==> src/hw/rtl/mwd_pkg.sv <==
package mwd_pkg;

	// Width of every word field on the ports.
	localparam int FIELD_BITS = 64;

	typedef logic [FIELD_BITS-1:0] word_t;

	// One dividend limb as it arrives on the input channel.
	typedef struct packed {
		word_t limb_value;
		word_t divisor_value;
		logic  first_limb;
		logic  last_limb;
	} limb_t;

	// One quotient limb with the remainder after it.
	typedef struct packed {
		word_t quotient_limb;
		word_t running_remainder;
		logic  is_last;
		logic  divide_by_zero;
	} result_t;

	// Commands from the controller to the datapath.
	typedef struct packed {
		logic load;
		logic step;
		logic clear;
		logic emit;
	} cmd_t;

	// Status from the datapath to the controller.
	typedef struct packed {
		logic div_zero;
		logic last_step;
		logic out_free;
	} status_t;

endpackage

==> src/hw/rtl/multiword_by_word_divider.sv <==
// Channel   Payload             Handshake              Direction
// limb      mwd_pkg::limb_t     limb_valid/limb_stall  into the block
// result    mwd_pkg::result_t   result_valid/result_stall  out of the block
//
// Each limb is loaded, then divided one quotient bit per step in the
// radix-2 restoring divide loop, and then written to the output register.
// A zero divisor skips the loop.
// Reset clears the running remainder and the held divisor to zero.
// The output register holds a result while result_stall is high; the next
// limb is taken and divided meanwhile, and waits only to be written out.
module multiword_by_word_divider #(
	parameter int WORD_BITS = 64
) (
	input  logic             clk,
	input  logic             arst_n,
	input  logic             limb_valid,
	output logic             limb_stall,
	input  mwd_pkg::limb_t   limb_data,
	output logic             result_valid,
	input  logic             result_stall,
	output mwd_pkg::result_t result_data
);

	mwd_pkg::cmd_t    cmd;
	mwd_pkg::status_t status;

	// Sequencer for load, divide loop and output write.
	mwd_ctrl u_ctrl (
		.clk        (clk),
		.arst_n     (arst_n),
		.limb_valid (limb_valid),
		.limb_stall (limb_stall),
		.status     (status),
		.cmd        (cmd)
	);

	// Remainder, divisor, shift register and output register.
	mwd_dpath #(
		.WORD_BITS (WORD_BITS)
	) u_dpath (
		.clk          (clk),
		.arst_n       (arst_n),
		.limb_data    (limb_data),
		.result_stall (result_stall),
		.result_valid (result_valid),
		.result_data  (result_data),
		.cmd          (cmd),
		.status       (status)
	);

endmodule

==> src/hw/rtl/mwd_ctrl.sv <==
module mwd_ctrl (
	input  logic             clk,
	input  logic             arst_n,
	input  logic             limb_valid,
	output logic             limb_stall,
	input  mwd_pkg::status_t status,
	output mwd_pkg::cmd_t    cmd
);

	typedef enum logic [2:0] {
		ST_IDLE = 3'b001,
		ST_CALC = 3'b010,
		ST_HOLD = 3'b100
	} state_t;

	state_t state_q;
	state_t state_d;

	// The block takes a limb only while no division is in flight.
	assign limb_stall = (state_q != ST_IDLE);

	// Next state and datapath commands.
	always_comb begin
		state_d = state_q;
		cmd     = '0;
		case (state_q)
			ST_IDLE: begin
				if (limb_valid) begin
					cmd.load = 1'b1;
					state_d  = ST_CALC;
				end
			end
			ST_CALC: begin
				if (status.div_zero) begin
					cmd.clear = 1'b1;
					state_d   = ST_HOLD;
				end else begin
					cmd.step = 1'b1;
					if (status.last_step) begin
						state_d = ST_HOLD;
					end
				end
			end
			ST_HOLD: begin
				if (status.out_free) begin
					cmd.emit = 1'b1;
					state_d  = ST_IDLE;
				end
			end
			default: begin
				state_d = ST_IDLE;
			end
		endcase
	end

	// State register.
	always_ff @(posedge clk or negedge arst_n) begin
		if (!arst_n) begin
			state_q <= ST_IDLE;
		end else begin
			state_q <= state_d;
		end
	end

	// A limb transfer always starts a division.
	assert property (@(posedge clk) disable iff (!arst_n)
		(limb_valid && !limb_stall) |=> (state_q == ST_CALC))
		else $error("limb transfer did not start a division");

endmodule

==> src/hw/rtl/mwd_dpath.sv <==
module mwd_dpath #(
	parameter int WORD_BITS = 64
) (
	input  logic             clk,
	input  logic             arst_n,
	input  mwd_pkg::limb_t   limb_data,
	input  logic             result_stall,
	output logic             result_valid,
	output mwd_pkg::result_t result_data,
	input  mwd_pkg::cmd_t    cmd,
	output mwd_pkg::status_t status
);

	localparam int CW = (WORD_BITS > 1) ? $clog2(WORD_BITS) : 1;

	logic [WORD_BITS-1:0] rem_q;
	logic [WORD_BITS-1:0] div_q;
	logic [WORD_BITS-1:0] lo_q;
	logic [CW-1:0]        cnt_q;
	logic                 last_q;
	logic                 out_valid_q;
	mwd_pkg::result_t     out_q;

	logic [WORD_BITS-1:0] shifted;
	logic [WORD_BITS-1:0] diff;
	logic                 take;

	// One restoring step: shift in the next dividend bit, subtract when it fits.
	assign shifted = {rem_q[WORD_BITS-2:0], lo_q[WORD_BITS-1]};
	assign diff    = shifted - div_q;
	assign take    = rem_q[WORD_BITS-1] || (shifted >= div_q);

	assign status.div_zero  = (div_q == '0);
	assign status.last_step = (cnt_q == '0);
	assign status.out_free  = !out_valid_q || !result_stall;

	assign result_valid = out_valid_q;
	assign result_data  = out_q;

	// Running remainder and held divisor; both reset to zero.
	always_ff @(posedge clk or negedge arst_n) begin
		if (!arst_n) begin
			rem_q <= '0;
			div_q <= '0;
		end else if (cmd.load) begin
			if (limb_data.first_limb) begin
				div_q <= limb_data.divisor_value[WORD_BITS-1:0];
				rem_q <= '0;
			end
		end else if (cmd.clear) begin
			rem_q <= '0;
		end else if (cmd.step) begin
			rem_q <= take ? diff : shifted;
		end
	end

	// Dividend shift register; quotient bits enter from the bottom.
	always_ff @(posedge clk) begin
		if (cmd.load) begin
			lo_q   <= limb_data.limb_value[WORD_BITS-1:0];
			cnt_q  <= CW'(WORD_BITS - 1);
			last_q <= limb_data.last_limb;
		end else if (cmd.clear) begin
			lo_q <= '0;
		end else if (cmd.step) begin
			lo_q  <= {lo_q[WORD_BITS-2:0], take};
			cnt_q <= cnt_q - 1'b1;
		end
	end

	// Output register payload.
	always_ff @(posedge clk) begin
		if (cmd.emit) begin
			out_q.quotient_limb     <= mwd_pkg::word_t'(lo_q);
			out_q.running_remainder <= mwd_pkg::word_t'(rem_q);
			out_q.is_last           <= last_q;
			out_q.divide_by_zero    <= (div_q == '0);
		end
	end

	// Output register valid: set on a new result, dropped after its transfer.
	always_ff @(posedge clk or negedge arst_n) begin
		if (!arst_n) begin
			out_valid_q <= 1'b0;
		end else if (cmd.emit) begin
			out_valid_q <= 1'b1;
		end else if (!result_stall) begin
			out_valid_q <= 1'b0;
		end
	end

	// The remainder stays below a nonzero divisor.
	assert property (@(posedge clk) disable iff (!arst_n)
		(div_q != '0) |-> (rem_q < div_q))
		else $error("running remainder not below divisor");

	// A division step never runs with a zero divisor.
	assert property (@(posedge clk) disable iff (!arst_n)
		cmd.step |-> (div_q != '0))
		else $error("division step with zero divisor");

	// A zero-divisor result carries zero quotient and remainder.
	assert property (@(posedge clk) disable iff (!arst_n)
		(out_valid_q && out_q.divide_by_zero) |->
		((out_q.quotient_limb == '0) && (out_q.running_remainder == '0)))
		else $error("zero-divisor result not cleared");

	// A new result is never written over one still waiting.
	assert property (@(posedge clk) disable iff (!arst_n)
		cmd.emit |-> (!out_valid_q || !result_stall))
		else $error("result overwritten while stalled");

endmodule
==> config.mk <==
export PLATFORM = sky130hd
export DESIGN_NAME = multiword_by_word_divider
export DESIGN_NICKNAME = d
export VERILOG_FILES = /design/src/hw/rtl/mwd_pkg.sv /design/src/hw/rtl/multiword_by_word_divider.sv /design/src/hw/rtl/mwd_ctrl.sv /design/src/hw/rtl/mwd_dpath.sv
export SDC_FILE = /design/constraint.sdc
export NUM_CORES = 1
export LEC_CHECK = 0
export BUFFER_PORTS_ARGS = -buffer_cell sky130_fd_sc_hd__clkbuf_2
export CORE_ASPECT_RATIO = 0.7
export CORE_MARGIN = 1.5
export CORE_UTILIZATION = 50
export DETAILED_ROUTE_END_ITERATION = 8
export GPL_ROUTABILITY_DRIVEN = 1
export GPL_TIMING_DRIVEN = 0
export MAX_ROUTING_LAYER = met4
export PLACE_DENSITY = 0.76
export SETUP_SLACK_MARGIN = 0.3
export SLEW_MARGIN = 10
export SYNTH_ARGS = -nofsm -noshare
export SYNTH_HDL_FRONTEND = slang
export SYNTH_SLANG_ARGS = --single-unit
==> constraint.sdc <==
create_clock -name clk -period 7.6 [get_ports clk]
set_input_delay 1.52 -clock clk [delete_from_list [all_inputs] [get_ports clk]]
set_output_delay 1.52 -clock clk [all_outputs]
set_load 0.005 [all_outputs]
==> reports/summary.log <==
qor: timing.period_share 63.6%
qor: power_and_ir_drop.power.total 7.23 mW
qor: synth.netlist_area 0.0162 mm^2
qor: cts.ctsLongestPathBuffers 3
qor: floorplanning.die_width 218 um
qor: route.finalWirelength 46900 um
qor: power_and_ir_drop.power-per-cell-area 373 mW/mm^2
qor: critical_path.cp_cell_instances inv_1 > ha_1 > inv_1 > fa_1 > a211oi_1 > o211a_1 > nor4_1 > o211ai_1 > a21oi_1 > nor2_1 > o31ai_1 > a21boi_2 > buf_2 > buf_1 > a32oi_1 > o21ai_0
qor: route.detail-route-antenna-nets 0
qor: timing.max-slew-margin-rel 19.4%
qor: power_and_ir_drop.pwr-share-comb 37.0%
qor: status.outcome finished clean
qor: route.detail_route.drc_violations 0
qor: cts.numCtsBuffers 34
qor: route.initialDrtViolationCount 1212
qor: job.cap_violations 0
qor: synth.synthesis.yosys.warnings 0
qor: cells_and_area.synthesis_to_layout_area_growth 19.4%
qor: power_and_ir_drop.ir_worst_vdd 260 uV
qor: route.num_vias 12800
qor: cells_and_area.post_route_cells_drive_above_1_share 23.6%
qor: cells_and_area.ff_latch_area 0.00928 mm^2
qor: global_routing.grt_pass1_vias 12500
qor: floorplanning.design.core.area 0.0316 mm^2
qor: critical_path.worst_path_largest_cell_delay 0.56 ns
qor: timing.setup_tns 0 ns
qor: cts.htree_levels 2
qor: critical_path.cp-start-kind flop
qor: cts.tritoncts_num_sinks 333
qor: critical_path.path_common_cell sky130_fd_sc_hd__inv_1
qor: cells_and_area.layout.filler_cells 2562
qor: synth.postSynthAreaPerCell 11.5 um^2
qor: global_routing.grt.total_usage 29.0%
qor: cells_and_area.finalNetCount 1927
qor: route.via_per_inst 5.88
qor: global_routing.grt_antenna_before_repair 1
qor: cts.clk_latency 0.54 ns
qor: floorplanning.floorplan.die.height 154 um
qor: place.gp_congestion 0.980
qor: route.mean_routed_wirelength_per_cell 21.6 um
qor: cells_and_area.final_core_util 61.5%
qor: timing.setup_repair_after_global_routing_missed_its_margin false
qor: synth.async_flop_share 39.6%
qor: cells_and_area.multi_input_comb_area 0.00634 mm^2
qor: power_and_ir_drop.clkPwrFrac 22.5%
qor: cells_and_area.final_cell_area 0.0194 mm^2
qor: critical_path.cp_slowest_cell sky130_fd_sc_hd__buf_1
qor: critical_path.critical_path_required 8.02 ns
qor: synth.post_synth_edffs 195
qor: floorplanning.ios 266
qor: worst_hold_path.worst_hold_path_type flop to flop
qor: global_routing.grt_first_pass_wirelength 72200 um
qor: timing.timing_max_transition_violations_final 0
qor: timing.maximum_clock_frequency 207 MHz
qor: synth.synth_top_flop_cell sky130_fd_sc_hd__edfxtp_1
qor: place.hpwl 35600 um
qor: timing.clock_skew 0.0273 ns
qor: cts.post-cts-setup-buffers 0
qor: worst_hold_path.hold_path_depth 0
qor: power_and_ir_drop.total_leakage_power 8.40 nW
qor: place.io_buffers 265
qor: floorplanning.die_area 0.0336 mm^2
qor: place.placed_area 0.0183 mm^2
qor: synth.postSynthNetCount 1618
qor: cts.cts_tree done
qor: route.drt_pre_antenna_iters 5
qor: floorplanning.initial_core_util 51.5%
qor: timing.final_setup_violation_count 0
qor: critical_path.cp_max_fo 10
qor: critical_path.cell_depth_of_the_worst_flop_to_flop_path 16
qor: timing.final_period_minus_worst_setup_slack 4.84 ns
qor: cts.post_cts_resize_count 0
qor: power_and_ir_drop.power_switching 2.75 mW
qor: critical_path.critical_path_data_arrival_time 5.26 ns
qor: timing.whs 0.437 ns
qor: synth.portion_of_the_post_synthesis_area_used_by_sequential_elements 57.1%
qor: timing.final-hold-violation-count 0
qor: timing.timing_worst_slew_pin_value 1.20 ns
qor: synth.synth.distinct_cells 64
qor: cts.ctsHoldBuffers 0
qor: critical_path.ws_path_type flop to flop
qor: cts.clkTransAtPathRegs 0.06 ns
qor: synth.gate_count_after_technology_mapping 1418
qor: power_and_ir_drop.sequential_power_share 40.6%
qor: global_routing.grt_overflow 0
qor: cts.cts_root_buffer sky130_fd_sc_hd__clkbuf_16
qor: global_routing.grt_start_max_net_pins 69
qor: floorplanning.rows 54
qor: power_and_ir_drop.internal_power 4.48 mW
qor: critical_path.end_kind flop
qor: synth.postSynthRegisterBits 333
qor: power_and_ir_drop.swShare 38.0%
-- cell type report --
cell class,instances,share of cell area (%)
sequential,333,47.9
inverter,82,1.59
timing repair buffer,273,7.87
buffer,85,1.74
clock inverter,17,0.826
tap,420,2.71
multi-input combinational,918,32.7
clock buffer,44,4.68
antenna,1,0.0129
-- power groups by stage --
stage	combinational, mW	clock (mW)	sequential (mW)
6_report	2.67	1.63	2.93
5_1_grt	2.95	1.72	2.98
3_5_place_dp	2.61	0	2.95
2_1_floorplan	1.87	0	2.80
3_3_place_gp	2.50	0	2.97
4_1_cts	2.63	1.66	2.92
-- cells in the final DEF, fill, tap and decap left out, drive strengths merged, types with 8 or more instances in the layout --
cell	count
a21o	34
a21oi	107
a22o	69
a31oi	9
a32oi	21
buf	19
clkbuf	383
clkinv	12
dfrtp	131
edfxtp	195
ha	65
inv	84
mux2	64
mux2i	8
nand2	114
nand3	9
nand4	33
nor2	79
nor3	17
nor4	21
o21a	14
o21ai	101
o31ai	8
xnor2	32
xor2	27
-- registers in the layout, summed over array words and instances, names as in the netlist --
name / cells
u_ctrl.state_q: 3
u_dpath.cnt_q: 6
u_dpath.div_q: 64
u_dpath.last_q: 1
u_dpath.lo_q: 64
u_dpath.rem_q: 64
u_dpath.result_data: 130
u_dpath.result_valid: 1
-- kinds of logic (layout without fill, tap and decap cells) --
group	count (synthesis)	in the layout	share of synthesized area (%)
DFF	333	333	57.1
buffers and inverters	167	501	3.97
and+or+nand+nor	312	312	8.94
AOI/OAI and AO/OA	409	409	16.7
xor gates and xnor gates	59	59	3.18
adders and majority gates	66	66	5.13
other	0	1	0
muxes	72	72	4.93
-- synth_stat cells, types with 21 or more instances --
cell type / number / area [um^2]
sky130_fd_sc_hd__ha_1: 65 / 813
sky130_fd_sc_hd__xnor2_1: 32 / 280
sky130_fd_sc_hd__xor2_1: 27 / 236
sky130_fd_sc_hd__mux2_2: 64 / 721
sky130_fd_sc_hd__nor4_1: 21 / 131
sky130_fd_sc_hd__a21o_1: 34 / 255
sky130_fd_sc_hd__nor2_1: 79 / 297
sky130_fd_sc_hd__dfrtp_1: 131 / 3280
sky130_fd_sc_hd__nand2_1: 114 / 428
sky130_fd_sc_hd__edfxtp_1: 195 / 5860
sky130_fd_sc_hd__inv_1: 82 / 308
sky130_fd_sc_hd__o21ai_0: 94 / 470
sky130_fd_sc_hd__nand4_1: 33 / 206
sky130_fd_sc_hd__a22o_1: 69 / 604
sky130_fd_sc_hd__a32oi_1: 21 / 184
sky130_fd_sc_hd__clkbuf_1: 74 / 278
sky130_fd_sc_hd__a21oi_1: 107 / 536
-- layer usage --
metal	track usage (%)	vias up	part of all wire, %
met5	-	-	0
met4	8.21	0	2.5
met3	5.76	88	7.6
met2	41.1	516	43
met1	42.2	6293	47
li1	-	5876	-
-- stage by stage --
step           std cells  setup WS, ns
6_report            2173          2.76
5_1_grt             2173          2.53
4_1_cts             2172          2.80
3_5_place_dp        2111          2.84
3_3_place_gp        2103         0.229
2_1_floorplan       1418          2.09
-- final timing paths --
kind	start	end	slack [ns]
hold reg to reg	u_dpath.last_q$_DFFE_PP_	u_dpath.result_data[1]$_DFFE_PP_	0.44
hold / removal	u_dpath.last_q$_DFFE_PP_	u_dpath.result_data[1]$_DFFE_PP_	0.44
min in group asynchronous	arst_n	u_dpath.rem_q[8]$_DFFE_PN0P_	1.00
setup reg to reg	u_dpath.lo_q[63]$_DFFE_PP_	u_dpath.rem_q[56]$_DFFE_PN0P_	2.76
max in group asynchronous	arst_n	u_dpath.div_q[52]$_DFFE_PN0P_	5.82
setup / recovery	u_dpath.lo_q[63]$_DFFE_PP_	u_dpath.rem_q[56]$_DFFE_PN0P_	2.76
-- critical path, delay by kind of cell, from the launching register on --
family / cells / cell delay, ns
DFF: 1 / 0.45
and+or+nand+nor: 2 / 0.48
adders and majority gates: 2 / 0.59
AOI/OAI and AO/OA: 8 / 2.13
buffers and inverters: 4 / 1.08
Note: power is estimated with default switching activity, not from simulation.
